**config.mk**
```make
export PLATFORM = sky130hd
export DESIGN_NAME = clap_rhythm_detector
export DESIGN_NICKNAME = d
export VERILOG_FILES = /design/src/rtl/crd_pkg.sv /design/src/rtl/crd_alu.sv /design/src/rtl/clap_rhythm_detector.sv
export SDC_FILE = /design/constraint.sdc
export NUM_CORES = 1
export LEC_CHECK = 0
export BUFFER_PORTS_ARGS = -buffer_cell sky130_fd_sc_hd__buf_2
export CAP_MARGIN = 25
export CORE_MARGIN = 1.5
export CORE_UTILIZATION = 50
export CTS_CLUSTER_SIZE = 40
export DETAILED_ROUTE_END_ITERATION = 6
export MAX_ROUTING_LAYER = met4
export PLACE_DENSITY = 0.66
export SLEW_MARGIN = 15
export SYNTH_ARGS = -nofsm -noshare
export SYNTH_HDL_FRONTEND = slang
export SYNTH_SLANG_ARGS = --single-unit
```
**constraint.sdc**
```tcl
create_clock -name i_clk -period 8.2 [get_ports i_clk]
set_clock_uncertainty 0.1 [all_clocks]
set_input_delay 1.64 -clock i_clk [delete_from_list [all_inputs] [get_ports i_clk]]
set_output_delay 1.64 -clock i_clk [all_outputs]
set_load 0.05 [all_outputs]
```
**src/rtl/crd_pkg.sv**
```systemverilog
package crd_pkg;

    localparam int STAMP_W    = 32;
    localparam int DEBOUNCE_W = 16;
    localparam int GAP_W      = 15;
    localparam int ALU_W      = 34;
    localparam int CFG_IDX_W  = 3;
    localparam int CFG_DATA_W = 16;
    localparam int GAP_REGS   = 3;
    localparam int STATE_W    = 3;

    typedef logic [ALU_W-1:0]   t_alu_word;
    typedef logic [STAMP_W-1:0] t_stamp;
    typedef logic [GAP_W-1:0]   t_gap;

    localparam logic [CFG_IDX_W-1:0] REG_DEBOUNCE = 3'd0;
    localparam logic [CFG_IDX_W-1:0] REG_TARGET_0 = 3'd1;
    localparam logic [CFG_IDX_W-1:0] REG_SLACK_0  = 3'd2;
    localparam logic [CFG_IDX_W-1:0] REG_TARGET_1 = 3'd3;
    localparam logic [CFG_IDX_W-1:0] REG_SLACK_1  = 3'd4;
    localparam logic [CFG_IDX_W-1:0] REG_TARGET_2 = 3'd5;
    localparam logic [CFG_IDX_W-1:0] REG_SLACK_2  = 3'd6;

    localparam logic [DEBOUNCE_W-1:0] DEBOUNCE_RST = 16'd100;
    localparam t_gap                  TARGET_RST   = 15'd400;
    localparam t_gap                  SLACK_RST    = 15'd150;

    localparam logic [STATE_W-1:0] ST_IDLE = 3'd0;
    localparam logic [STATE_W-1:0] ST_DEB  = 3'd1;
    localparam logic [STATE_W-1:0] ST_DIFF = 3'd2;
    localparam logic [STATE_W-1:0] ST_DEV  = 3'd3;
    localparam logic [STATE_W-1:0] ST_TOL  = 3'd4;
    localparam logic [STATE_W-1:0] ST_OUT  = 3'd5;

endpackage

```
**src/rtl/crd_alu.sv**
```systemverilog
module crd_alu (
    input  crd_pkg::t_alu_word i_a,
    input  crd_pkg::t_alu_word i_b,
    input  logic               i_sub,
    output crd_pkg::t_alu_word o_res
);
    import crd_pkg::*;

    t_alu_word w_b;

    assign w_b   = i_sub ? ~i_b : i_b;
    assign o_res = i_a + w_b + {{(ALU_W-1){1'b0}}, i_sub};

endmodule

```
**src/rtl/clap_rhythm_detector.sv**
```systemverilog
// An accepted edge passes the debounce check, then (unless rejected) per interval the
// difference, deviation and tolerance steps; the one shared 34-bit adder takes three
// passes per interval. No new transaction is taken until its result is out of ST_OUT.
// Reset (synchronous, active low): stamp ring reads as zero, head slot zero,
// relay high, registers at 100/400/150/400/150/400/150, output empty.
module clap_rhythm_detector #(
    parameter int RING_DEPTH = 16,
    parameter int NUM_GAPS   = 3
) (
    input  logic                                i_clk,
    input  logic                                i_rst_n,
    input  logic                                i_cfg_we,
    input  logic [crd_pkg::CFG_IDX_W-1:0]       i_cfg_idx,
    input  logic [crd_pkg::CFG_DATA_W-1:0]      i_cfg_data,
    input  logic                                i_valid,
    output logic                                o_stall,
    input  logic [crd_pkg::STAMP_W-1:0]         i_edge_time_ms,
    output logic                                o_valid,
    input  logic                                i_stall,
    output logic                                o_relay_on,
    output logic                                o_edge_taken,
    output logic                                o_pattern_hit
);
    import crd_pkg::*;

    localparam int HW = $clog2(RING_DEPTH);
    localparam logic [HW-1:0] LAST_SLOT = HW'(RING_DEPTH - 1);
    localparam logic [1:0]    LAST_GAP  = 2'(NUM_GAPS - 1);

    logic [DEBOUNCE_W-1:0] r_debounce;
    t_gap                  r_target [GAP_REGS];
    t_gap                  r_slack  [GAP_REGS];

    t_stamp                r_ring [RING_DEPTH];
    logic [RING_DEPTH-1:0] r_vld;
    t_stamp                r_rd;
    logic                  r_rdv;

    logic [STATE_W-1:0]    r_state;
    logic [HW-1:0]         r_head;
    logic [HW-1:0]         r_idx;
    logic [1:0]            r_gap;
    t_stamp                r_t;
    t_stamp                r_newer;
    t_stamp                r_udiff;
    t_alu_word             r_dev;
    logic                  r_relay;
    logic                  r_taken;
    logic                  r_hit;
    logic                  r_ovalid;
    logic                  r_orelay;
    logic                  r_otaken;
    logic                  r_ohit;

    logic [HW-1:0]         n_head;
    logic [HW-1:0]         w_prev_idx;
    logic [HW-1:0]         w_raddr;
    logic                  w_wen;
    t_stamp                w_stamp;
    t_alu_word             w_a;
    t_alu_word             w_b;
    logic                  w_sub;
    t_alu_word             w_res;
    logic                  w_range_ok;

    assign n_head     = (r_head == LAST_SLOT) ? '0 : r_head + 1'b1;
    assign w_prev_idx = (r_idx == '0) ? LAST_SLOT : r_idx - 1'b1;
    assign w_stamp    = r_rdv ? r_rd : '0;
    assign w_range_ok = w_res[STAMP_W-1] || (w_res[STAMP_W-2:GAP_W] == '0);
    assign w_wen      = (r_state == ST_DEB) && (w_res[STAMP_W-1:0] >= STAMP_W'(r_debounce));

    always_comb begin
        w_raddr = r_idx;
        if (r_state == ST_IDLE || r_state == ST_DEB) begin
            w_raddr = r_head;
        end else if (r_state == ST_TOL) begin
            w_raddr = w_prev_idx;
        end
    end

    always_comb begin
        w_a   = {2'b00, r_t};
        w_b   = {2'b00, w_stamp};
        w_sub = 1'b1;
        unique case (r_state)
            ST_DIFF: begin
                w_a = {2'b00, r_newer};
                w_b = {2'b00, w_stamp};
            end
            ST_DEV: begin
                w_a = {{(ALU_W-STAMP_W){r_udiff[STAMP_W-1]}}, r_udiff};
                w_b = {{(ALU_W-GAP_W){1'b0}}, r_target[r_gap]};
            end
            ST_TOL: begin
                w_a   = {{(ALU_W-GAP_W){1'b0}}, r_slack[r_gap]};
                w_b   = r_dev;
                w_sub = ~r_dev[ALU_W-1];
            end
            default: begin
            end
        endcase
    end

    crd_alu u_alu (
        .i_a   (w_a),
        .i_b   (w_b),
        .i_sub (w_sub),
        .o_res (w_res)
    );

    always_ff @(posedge i_clk) begin
        if (w_wen) begin
            r_ring[n_head] <= r_t;
        end
        r_rd  <= r_ring[w_raddr];
        r_rdv <= r_vld[w_raddr];
    end

    always_ff @(posedge i_clk) begin
        if (!i_rst_n) begin
            r_debounce <= DEBOUNCE_RST;
            for (int k = 0; k < GAP_REGS; k++) begin
                r_target[k] <= TARGET_RST;
                r_slack[k]  <= SLACK_RST;
            end
        end else if (i_cfg_we) begin
            unique case (i_cfg_idx)
                REG_DEBOUNCE: r_debounce  <= i_cfg_data;
                REG_TARGET_0: r_target[0] <= i_cfg_data[GAP_W-1:0];
                REG_SLACK_0:  r_slack[0]  <= i_cfg_data[GAP_W-1:0];
                REG_TARGET_1: r_target[1] <= i_cfg_data[GAP_W-1:0];
                REG_SLACK_1:  r_slack[1]  <= i_cfg_data[GAP_W-1:0];
                REG_TARGET_2: r_target[2] <= i_cfg_data[GAP_W-1:0];
                REG_SLACK_2:  r_slack[2]  <= i_cfg_data[GAP_W-1:0];
                default: begin
                end
            endcase
        end
    end

    always_ff @(posedge i_clk) begin
        if (!i_rst_n) begin
            r_state  <= ST_IDLE;
            r_head   <= '0;
            r_vld    <= '0;
            r_relay  <= 1'b1;
            r_ovalid <= 1'b0;
        end else begin
            if (r_ovalid && !i_stall && r_state != ST_OUT) begin
                r_ovalid <= 1'b0;
            end
            unique case (r_state)
                ST_IDLE: begin
                    if (i_valid) begin
                        r_t     <= i_edge_time_ms;
                        r_state <= ST_DEB;
                    end
                end
                ST_DEB: begin
                    r_taken <= w_wen;
                    r_hit   <= 1'b0;
                    r_newer <= r_t;
                    r_idx   <= r_head;
                    r_gap   <= '0;
                    if (w_wen) begin
                        r_head         <= n_head;
                        r_vld[n_head]  <= 1'b1;
                        r_state        <= ST_DIFF;
                    end else begin
                        r_state <= ST_OUT;
                    end
                end
                ST_DIFF: begin
                    r_udiff <= w_res[STAMP_W-1:0];
                    if (r_newer == '0 || !w_range_ok) begin
                        r_state <= ST_OUT;
                    end else begin
                        r_newer <= w_stamp;
                        r_state <= ST_DEV;
                    end
                end
                ST_DEV: begin
                    r_dev   <= w_res;
                    r_state <= ST_TOL;
                end
                ST_TOL: begin
                    if (w_res[ALU_W-1]) begin
                        r_state <= ST_OUT;
                    end else if (r_gap == LAST_GAP) begin
                        r_hit   <= 1'b1;
                        r_relay <= ~r_relay;
                        r_vld   <= '0;
                        r_head  <= '0;
                        r_state <= ST_OUT;
                    end else begin
                        r_gap   <= r_gap + 1'b1;
                        r_idx   <= w_prev_idx;
                        r_state <= ST_DIFF;
                    end
                end
                ST_OUT: begin
                    if (!r_ovalid || !i_stall) begin
                        r_ovalid <= 1'b1;
                        r_orelay <= r_relay;
                        r_otaken <= r_taken;
                        r_ohit   <= r_hit;
                        r_state  <= ST_IDLE;
                    end
                end
                default: begin
                    r_state <= ST_IDLE;
                end
            endcase
        end
    end

    assign o_stall       = (r_state != ST_IDLE);
    assign o_valid       = r_ovalid;
    assign o_relay_on    = r_orelay;
    assign o_edge_taken  = r_otaken;
    assign o_pattern_hit = r_ohit;

endmodule
```
==> After elaboration in Yosys (flattened, before gate mapping) <==
Memories as Yosys holds them, arrays and structs flattened. A register that Yosys moved wholly into a read port is not among the register bits.
Cells that the tools add are included.
{ "word_totals": {"n_memories": 3, "mem_bits_rw": 602, "wordCells": 170, "regBits": 183, "output_inout_bits": 5, "input_bits": 56} }
{ "op_classes": {"magnitude_cmp": 4, "n_addsub": 5, "reduce_logical": 31, "bitwise_logic": 11, "muxes": 77, "eq_ne": 21} }
{ "mem_list": {"columns": ["name", "depth", "word_bits", "read_ports", "rd_clocked_by_memory_dff", "write_ports", "line_no", "rtl"], "rows": [
  ["r_ring", 16, 32, 1, 1, 1, "clap_rhythm_detector.sv:34", "t_stamp r_ring [RING_DEPTH];"],
  ["r_slack", 3, 15, 1, 1, 3, "clap_rhythm_detector.sv:32", "t_gap r_slack [GAP_REGS];"],
  ["r_target", 3, 15, 1, 1, 3, "clap_rhythm_detector.sv:31", "t_gap r_target [GAP_REGS];"]
]} }
{ "ops": {"columns": ["cell", "count"], "rows": [
  ["34-bit one-hot mux with 3 select lines", 1],
  ["15-bit two-way mux", 6],
  ["34-bit one-hot mux with 2 select lines", 1],
  ["32-bit two-way mux", 2],
  ["32-bit one-hot mux with 2 select lines", 1],
  ["16-bit two-way mux", 3],
  ["4-bit two-way mux", 9],
  ["1-bit two-way mux", 35],
  ["34-bit by 1-bit adder with 34-bit output", 1],
  ["34-bit adder", 1],
  ["34-bit two-way mux", 1],
  ["34-bit inverter", 1],
  ["32-bit by 16-bit >= comparator with 1-bit output", 1],
  ["32-bit logical NOT", 1],
  ["16-bit one-hot mux with 2 select lines", 1],
  ["3-bit two-way mux", 6],
  ["3-bit one-hot mux with 6 select lines", 1],
  ["16-bit logical NOT", 1],
  ["16-bit bitwise OR", 1],
  ["4-bit one-hot mux with 2 select lines", 2],
  ["3-bit equality test (second input constant)", 5],
  ["3-bit by 2-bit equality test with 1-bit output (second input constant)", 4],
  ["2-bit inequality test (second input constant)", 6],
  ["3-bit AND reduction", 4],
  ["26 further kinds", 54]
]} }

==> Longest topological paths before layout <==
Gate-level depths: netlist of run 1.
{ "logic_depth": {"depth_word": 12, "mapped_depth": 30, "mapped_depth_nobuf": 26} }

==> Hierarchy <==
From an unflattened synthesis of run 1, not the netlist that was laid out.
{ "unflattened": {"hier_cells": 2520, "hier_area_um2": 35197.5} }
{ "modules_own_cells": {"columns": ["module", "cells_each", "seq_area_each_um2", "area_each_um2", "instances"], "rows": [
  ["clap_rhythm_detector", 2230, 23832.9, 33081.7, 1],
  ["crd_alu", 290, 0.0, 2115.8, 1]
]} }

==> Least setup slack after synthesis of run 1 <==
OpenSTA, ideal clock, no wires.
{ "synth_timing": {"kind": "register to register", "from": "register (tool-made name)", "to": "memory r_ring[4][0] (netlist name), enable pin", "setup_slack_ns": 0.814, "n_path_buf": 4, "stages_incl_launch_ff": 24, "arrival_ns": 6.823, "cell_sequence": "dfxtp_1 -> buf_1 -> clkbuf_1 -> mux2i_1 -> o21ai_0 -> a221oi_1 -> o21ai_0 -> ha_1 -> clkbuf_1 -> nand4_1 -> nor3_1 -> o211ai_1 -> nand2_1 -> a21oi_1 -> xnor2_1 -> ha_1 -> nand4_1 -> o31ai_1 -> a21oi_1 -> o21ai_0 -> or4_1 -> o21ai_4 -> buf_6 -> nor3_1"} }
{ "synth_rtl": {"columns": ["item", "line_no"], "rows": [
  ["to (decl)", "clap_rhythm_detector.sv:34"]
]} }

==> Worst setup path after layout of run 1 <==
{ "layout_timing": {"from": "register r_state[0]", "to": "memory r_ring[14][17] (netlist name), enable pin"} }
{ "layout_via": {"elab_chain_cells": 10, "elab_cells_between_ends": 15, "cone_classes": "add/sub (2); order compare (1); eq/ne (4); mux (6); bitwise (1); reduce/logical (1)"} }
{ "layout_lines": {"columns": ["item", "line_no", "rtl"], "rows": [
  ["from (decl)", "clap_rhythm_detector.sv:39", "logic [STATE_W-1:0] r_state;"],
  ["from (signal assigned)", "clap_rhythm_detector.sv:143", "r_state <= ST_IDLE;"],
  ["from (signal assigned)", "clap_rhythm_detector.sv:156", "r_state <= ST_DEB;"],
  ["from (signal assigned)", "clap_rhythm_detector.sv:168", "r_state <= ST_DIFF;"],
  ["3-bit equality test or 3-bit by 2-bit equality test with 1-bit output (tied branches)", "clap_rhythm_detector.sv:85", "unique case (r_state)"],
  ["34-bit one-hot mux with 2 select lines", "clap_rhythm_detector.sv:85", null],
  ["34-bit inverter", "crd_alu.sv:11", "assign w_b = i_sub ? ~i_b : i_b;"],
  ["34-bit two-way mux", "crd_alu.sv:11", null],
  ["34-bit adder", "crd_alu.sv:12", "assign o_res = i_a + w_b + {{(ALU_W-1){1'b0}}, i_sub};"],
  ["34-bit by 1-bit adder with 34-bit output *", "crd_alu.sv:12", null],
  ["via u_alu.o_res[10]", "crd_alu.sv:5", "output crd_pkg::t_alu_word o_res"],
  ["32-bit by 16-bit >= comparator with 1-bit output *", "clap_rhythm_detector.sv:70", "assign w_wen = (r_state == ST_DEB) && (w_res[STAMP_W-1:0] >= STAMP_W'(r_debounce));"],
  ["1-bit logical AND *", "clap_rhythm_detector.sv:70", null],
  ["1-bit two-way mux *", "clap_rhythm_detector.sv:112", "if (w_wen) begin"],
  ["1-bit two-way mux (not written as such) *", "clap_rhythm_detector.sv:113", "r_ring[n_head] <= r_t;"]
]} }
Mark *: on every way through the listed nets, which the timed path passes. The rest lies on a longest branch.

==> out/summary.txt, run 1 <==
P_leak: 13.3 nW
Met1 WL: 41100 um
Sw Share: 33.5%
Vias in the first global route: 23105
CP bufs+invs: 4
Placed wire-length estimate: 61600 um
Via count: 24042
Num CTS Buffers: 87
Post-synth EDFFs: 743
Power Density: 306 nW/um^2
Cell chain of the critical path: or3b_1, clkinv_1, nand2_1, o22a_1, o21a_1, inv_1, fa_1, nand2b_1, a21oi_1, o21ai_0, o21bai_1, xor2_1, ha_1, a21o_1, a21oi_1, o31ai_1, a21oi_1, o21ai_0, or4_1, o21ai_4, nand2b_1, buf_4, nor2_4, buf_16
Site Rows: 97
WL final: 96400 um
Reg power frac: 42.3%
Final period util: 91.9%
Synthesized flop and latch total: 819
Endpoints failing setup: 0
Clock share of power: 30.4%
Grt ovf: 0
Met2 wire len: 45200 um
# IOs: 61
Post-cts sizing count: 0
Reg2reg end: r_ring[14][17]
Clock Sinks: 819
Drt initial violations: 2863
Post-synth net total: 2993
Fin area: 40000 um^2
Seq/Total Area, Yosys: 66.8%
Top FF cell, synth: edfxtp_1
Die W: 270 um
Most used cell along the critical path: a21oi_1
Vias per Instance: 6.16
Drt wl/cell: 24.7 um
Max-slew violations: 0
Layout cell share with drive strength beyond 1: 9.78%
Full die area: 73000 um^2
CTS tree: yes
Antenna-violating nets left: 0
Clock Latency Late Sink: 640 ps
Async SR Flop Fraction: 0%
Final min period: 7540 ps
R2R Path Start: r_state[0]
Switching power: 4.09 mW
Fill cell count: 5646
Initial Util: 50.7%
Kind of critical path: register to register
Nets: 3005
Chip Height: 270 um
DR top layer: met4
Syn Inst Count: 2881
Largest net degree at the start of global routing: 219
CP delay by family, top: compound AO/OA/AOI/OAI gates
CTS root buf: clkbuf_16
CP startpoint: r_state[0]
Crit end category: register
RSZ-0062 raised after global routing: false
Hold path depth: 0
Worst slew margin: 23.2%
Met3 wire len: 6960 um
Fin. Hold Viols: 0
Max Root-Sink Buffers: 3
Highest-delay cell along the critical path: dfxtp_1
Distinct cells, synth: 74
Hold WC Path Type: register to register
Critical Path Sink: r_ring[14][17]
Setup Buffers After CTS: 0
Core area: 70400 um^2
Post-synthesis cell area: 35700 um^2
Status: completed
Setup TNS: 0 ps
Worst slack at placement: 695 ps
Antenna violations before repair: 1
Layout area overhead: 12.1%
DRC: 0
Crit-path max cell delay: 890 ps
Required time of the critical path: 8480 ps
Max Freq: 133 MHz
Commonest cells post-synth: edfxtp_1 (743), nand2_1 (489), clkbuf_1 (190)
Slew of the pin with the lowest slew margin: 1150 ps
GRT Resource Usage Total: 26.9%
Clock transition at path regs: 60 ps
Ranking of synthesized cells by area: edfxtp_1 (63%), nand2_1 (5.1%), dfxtp_1 (4.3%)
CTS Hold Bufs: 0
Mean Syn Cell Area: 12.4 um^2
Setup slack after layout: 663 ps
# port buffers: 60
Reg-to-reg slack, setup: 660 ps
Crit Path Max Fanout: 27
R2R cell count: 24
First-pass GRT wire length: 144000 um
Ys Warns: 0
CP Depth: 24
Top-count cell post-synth: edfxtp_1
Placed Area: 37100 um^2
Worst VDD drop: 0.203 mV
Top cell type's share of synthesized area: 62.5%
H-tree levels: 3
P_int: 8.14 mW
DRT Pass-1 Iters: 6
Max Cap Violations: 0
Hold slack final: 320 ps
RePlAce Congestion: 0.940
Critical Path Start Type: register
Combinational Power Share: 27.4%
Area leader, netlist: edfxtp_1
Critical path data arrival time: 7820 ps
## through the flow
step                      util (%)  power (mW)  std cells
final                         56.8        12.2       3905
after detailed placement      52.8        8.54       3737
after floorplan                  -        7.39       2881
after CTS                     56.6        12.2       3897
after global routing          56.8        12.8       3904
after global placement        52.7        8.50       3733
## worst register-to-register path: stages (launching register included)
cell and delay, ps:
dfxtp_1 890, or3b_1 510, clkinv_1 230, nand2_1 550
o22a_1 230, o21a_1 160, inv_1 70, fa_1 450
nand2b_1 180, a21oi_1 490, o21ai_0 250, o21bai_1 260
xor2_1 290, ha_1 310, a21o_1 160, a21oi_1 140
o31ai_1 120, a21oi_1 170, o21ai_0 110, or4_1 560
o21ai_4 180, nand2b_1 140, buf_4 310, nor2_4 200
buf_16 210
## cells by family (layout without fill, tap and decap cells)
family                   Yosys count  in the layout  synth area share [%]
other                              0              1                     0
adder cells (fa/ha/maj)           56             56                  1.98
AND/OR/NAND/NOR                  872            872                  11.3
AO/OA/AOI/OAI                    803            803                  15.1
buffers and inverters            245            328                  2.66
flip-flops                       819            819                  66.8
XOR/XNOR                          52             52                  1.28
multiplexers                      34             34                 0.964
## power groups by stage
stage	sequential [mW]	combinational, mW	clock (mW)
2_1_floorplan	5.11	2.27	0
3_3_place_gp	5.25	3.25	0
3_5_place_dp	5.25	3.29	0
4_1_cts	5.17	3.31	3.77
5_1_grt	5.18	3.64	3.93
6_report	5.17	3.35	3.71
## registers in the layout, indices dropped and copies added, names as in the netlist, 32 cells and up, named ones only
register,count
r_t,32
r_slack,45
r_dev,34
r_udiff,32
r_ring,512
r_rd,32
r_target,45
r_newer,32
## area by class of cell
cell class                      instances  area (um^2)  share of cell area, %
Inverter                               39          146                  0.366
Timing Repair Buffer                  129         1060                   2.64
Tap cell                              940         1180                   2.94
Multi-Input combinational cell       1817        11100                   27.8
Clock buffer                          119         2380                   5.95
Antenna cell                            1         2.50                0.00625
Clock inverter                         41          303                  0.757
Sequential cell                       819        23800                   59.6
## placed cells by master (no fill, tap or decap), types with 34 or more instances in the layout
cell,instances
a211oi_1,176
nor2_1,55
edfxtp_1,743
dfxtp_1,74
a31oi_1,77
a311oi_1,67
o21ai_0,124
buf_2,60
a21oi_1,166
nand2_1,488
and2_1,167
ha_1,55
buf_4,54
xor2_1,34
inv_1,37
clkbuf_16,89
## layer usage
layer / vias to the layer above / global-route usage (%)
li1: 10931 / -
met1: 11917 / 36.9
met4: 0 / 8.67
met3: 190 / 3.58
met2: 1004 / 41.6
met5: - / -
## how the worst min path moves through the flow
stage                     startpoint           end  slack [ps]
after floorplan              r_taken  o_edge_taken         300
after global placement       r_taken  o_edge_taken         300
after detailed placement     r_taken  o_edge_taken         310
after CTS                    r_taken  o_edge_taken         320
after global routing         r_taken  o_edge_taken         330
final                        r_taken  o_edge_taken         320
(Power assumes the default switching activity.)
==> run 2, diff against run 1 <==
--- a/config.mk
+++ b/config.mk
@@ -12,7 +12,7 @@
 export CTS_CLUSTER_SIZE = 40
 export DETAILED_ROUTE_END_ITERATION = 6
 export MAX_ROUTING_LAYER = met4
-export PLACE_DENSITY = 0.66
+export PLACE_DENSITY = 0.68
 export SLEW_MARGIN = 15
 export SYNTH_ARGS = -nofsm -noshare
 export SYNTH_HDL_FRONTEND = slang
==> constraint.sdc (replaced) <==
create_clock -name i_clk -period 6.5 [get_ports i_clk]
set_clock_uncertainty 0.1 [all_clocks]
set_input_delay 1.3 -clock i_clk [delete_from_list [all_inputs] [get_ports i_clk]]
set_output_delay 1.3 -clock i_clk [all_outputs]
set_load 0.05 [all_outputs]
==> out/summary.txt, run 2 (same netlist as run 1, synthesis figures left out) <==
DRC: 0 (unchanged)
Max Cap Violations: 0 (unchanged)
Vias in the first global route: 23423 (+1.4%)
Worst slack at placement: -29.8 ps (-725 ps)
Crit Path Max Fanout: 23 (-15%)
Chip Height: 270 um (unchanged)
Full die area: 73000 um^2 (unchanged)
DRT Pass-1 Iters: 6 (unchanged)
Max Root-Sink Buffers: 3 (unchanged)
Layout area overhead: 14.8%
Most frequent cells in the layout: edfxtp_1 (743), nand2_1 (488), a211oi_1 (176), and2_1 (167), a21oi_1 (166)
Largest net degree at the start of global routing: 133 (-39%)
R2R cell count: 20 (-17%)
Reg-to-reg slack, setup: 210 ps (-460 ps)
Placed wire-length estimate: 66900 um (+8.6%)
Grt ovf: 0 (unchanged)
Sw Share: 32.9% (-0.51 points)
Required time of the critical path: 6780 ps (-1700 ps)
Slew of the pin with the lowest slew margin: 961 ps (-191 ps)
Reg area: 23800 um^2 (about the same)
H-tree levels: 3 (unchanged)
# port buffers: 60 (unchanged)
Post-Layout Cell Count: 3985 (+2.0%)
Top Registers: r_ring x512, r_slack x45, r_target x45
Multi-input gate area: 11200 um^2 (+0.52%)
Switching power: 5.31 mW (+30%)
P_leak: 13.8 nW (+4.1%)
Endpoints failing setup: 0 (unchanged)
Critical Path Start Type: register
Nets: 3088 (+2.8%)
GRT Resource Usage Total: 27.8% (+0.91 points)
RePlAce Congestion: 0.965 (+2.6%)
Power Density: 393 nW/um^2 (+29%)
Via count: 24366 (+1.3%)
Antenna-violating nets left: 0 (unchanged)
Drt initial violations: 2939 (+2.7%)
Final min period: 6290 ps (-1240 ps)
Initial Util: 50.7% (unchanged)
Critical Path Sink: r_ring[11][13]
Clock transition at path regs: 60 ps (about the same)
Crit end category: register
Die W: 270 um (unchanged)
Clock Latency Late Sink: 650 ps (about the same)
# IOs: 61 (unchanged)
Layout cell share with drive strength beyond 1: 13.0% (+3.3 points)
Critical path data arrival time: 6580 ps (-1240 ps)
CTS tree: yes
Reg2reg end: r_ring[11][13]
RSZ-0062 raised after global routing: false
Worst slew margin: 35.6% (+12 points)
Number of flip-flops in the largest register: 512 (unchanged)
Max-slew violations: 0 (unchanged)
Fill cell count: 5604 (-0.74%)
Core Util, Final: 58.2% (+1.4 points)
Core area: 70400 um^2 (unchanged)
Site Rows: 97 (unchanged)
Setup slack after layout: 206 ps (-457 ps)
Status: completed
WL final: 99200 um (+2.9%)
Placed Cells: 3823 (+2.3%)
CTS root buf: clkbuf_16
Clock share of power: 31.2% (+0.8 points)
Max Freq: 159 MHz (+20%)
Clock Sinks: 819 (unchanged)
Kind of critical path: register to register
Num CTS Buffers: 84 (-3.4%)
Drt wl/cell: 24.9 um (+0.83%)
Commonest non-fill, non-tap cell in the layout: edfxtp_1
First-pass GRT wire length: 148000 um (+2.8%)
Combinational Power Share: 28.8% (+1.4 points)
Top reg by flops: r_ring
Fin. Hold Viols: 0 (unchanged)
Antenna violations before repair: 1 (unchanged)
Hold slack final: 315 ps (-5.40 ps)
Final period util: 96.8% (+4.9 points)
CTS Hold Bufs: 0 (unchanged)
Reg power frac: 40.0% (-2.3 points)
Worst VDD drop: 0.215 mV (+6.1%)
Vias per Instance: 6.11 (-0.69%)
P_int: 10.8 mW (+33%)
Hold WC Path Type: register to register
run 2: timing repair:
item	4_1_cts	5_1_grt
setup endpoints to repair	263	546
resized for setup	3	18
setup buffers	0	5
pin swaps	0	4
endpoints found under the hold margin	0	0
run 2: metal layers:
layer | routed length, um | GRT usage, % | part of all wire, % | vias up
li1 | - | - | - | 11083
met1 | 41800 | 37.6 | 42 | 12077
met2 | 47300 | 43.5 | 48 | 1020
met3 | 6520 | 3.57 | 6.6 | 186
met4 | 3660 | 9.69 | 3.7 | 0
met5 | 0 | - | 0 | -
run 2: metrics by stage:
step	cell area, um^2	power (mW)	TNS, ps
5_1_grt	41000	16.8	0
4_1_cts	40800	16.1	0
3_5_place_dp	37900	11.0	-1000
6_report	41000	16.1	0
2_1_floorplan	35700	9.32	-219640
3_3_place_gp	37700	11.0	-15090
run 2: power by group through the flow:
stage | Clock, mW | Combinational (mW) | Sequential, mW
after global placement | 0 | 4.44 | 6.54
after detailed placement | 0 | 4.48 | 6.55
after floorplan | 0 | 2.87 | 6.45
after global routing | 5.30 | 5.03 | 6.45
final | 5.03 | 4.64 | 6.44
after CTS | 5.09 | 4.52 | 6.44
run 2: critical path: stages, from the launching register on:
cell      delay, ps
dfxtp_2         460
buf_4           230
mux2i_1          80
o21ai_0         630
a221oi_1        180
o21ai_0         450
ha_1            320
and2_1          240
o2111a_1        260
o21ai_0         180
nand2b_1        210
xor2_1          460
ha_1            330
a21oi_1         170
o21ai_0         190
or4_1           620
o21ai_4         190
nand2b_1        170
buf_12          190
nor2_4          120
buf_12          200
run 2: area by class of cell:
type                            count  share of cell area (%)
Multi-Input combinational cell   1817                    27.2
Clock buffer                      113                    5.67
Clock inverter                     41                    1.42
Tap cell                          940                    2.87
Inverter                           39                   0.357
Sequential cell                   819                    58.2
Antenna cell                        1                 0.00611
Timing Repair Buffer              215                    4.28
run 2: how the worst min path moves through the flow:
stage | startpoint | to | cells after the start
3_3_place_gp | r_taken | o_edge_taken | 0
6_report | r_hit | o_pattern_hit | 0
3_5_place_dp | r_taken | o_edge_taken | 0
2_1_floorplan | r_taken | o_edge_taken | 0
4_1_cts | r_hit | o_pattern_hit | 0
5_1_grt | r_hit | o_pattern_hit | 0
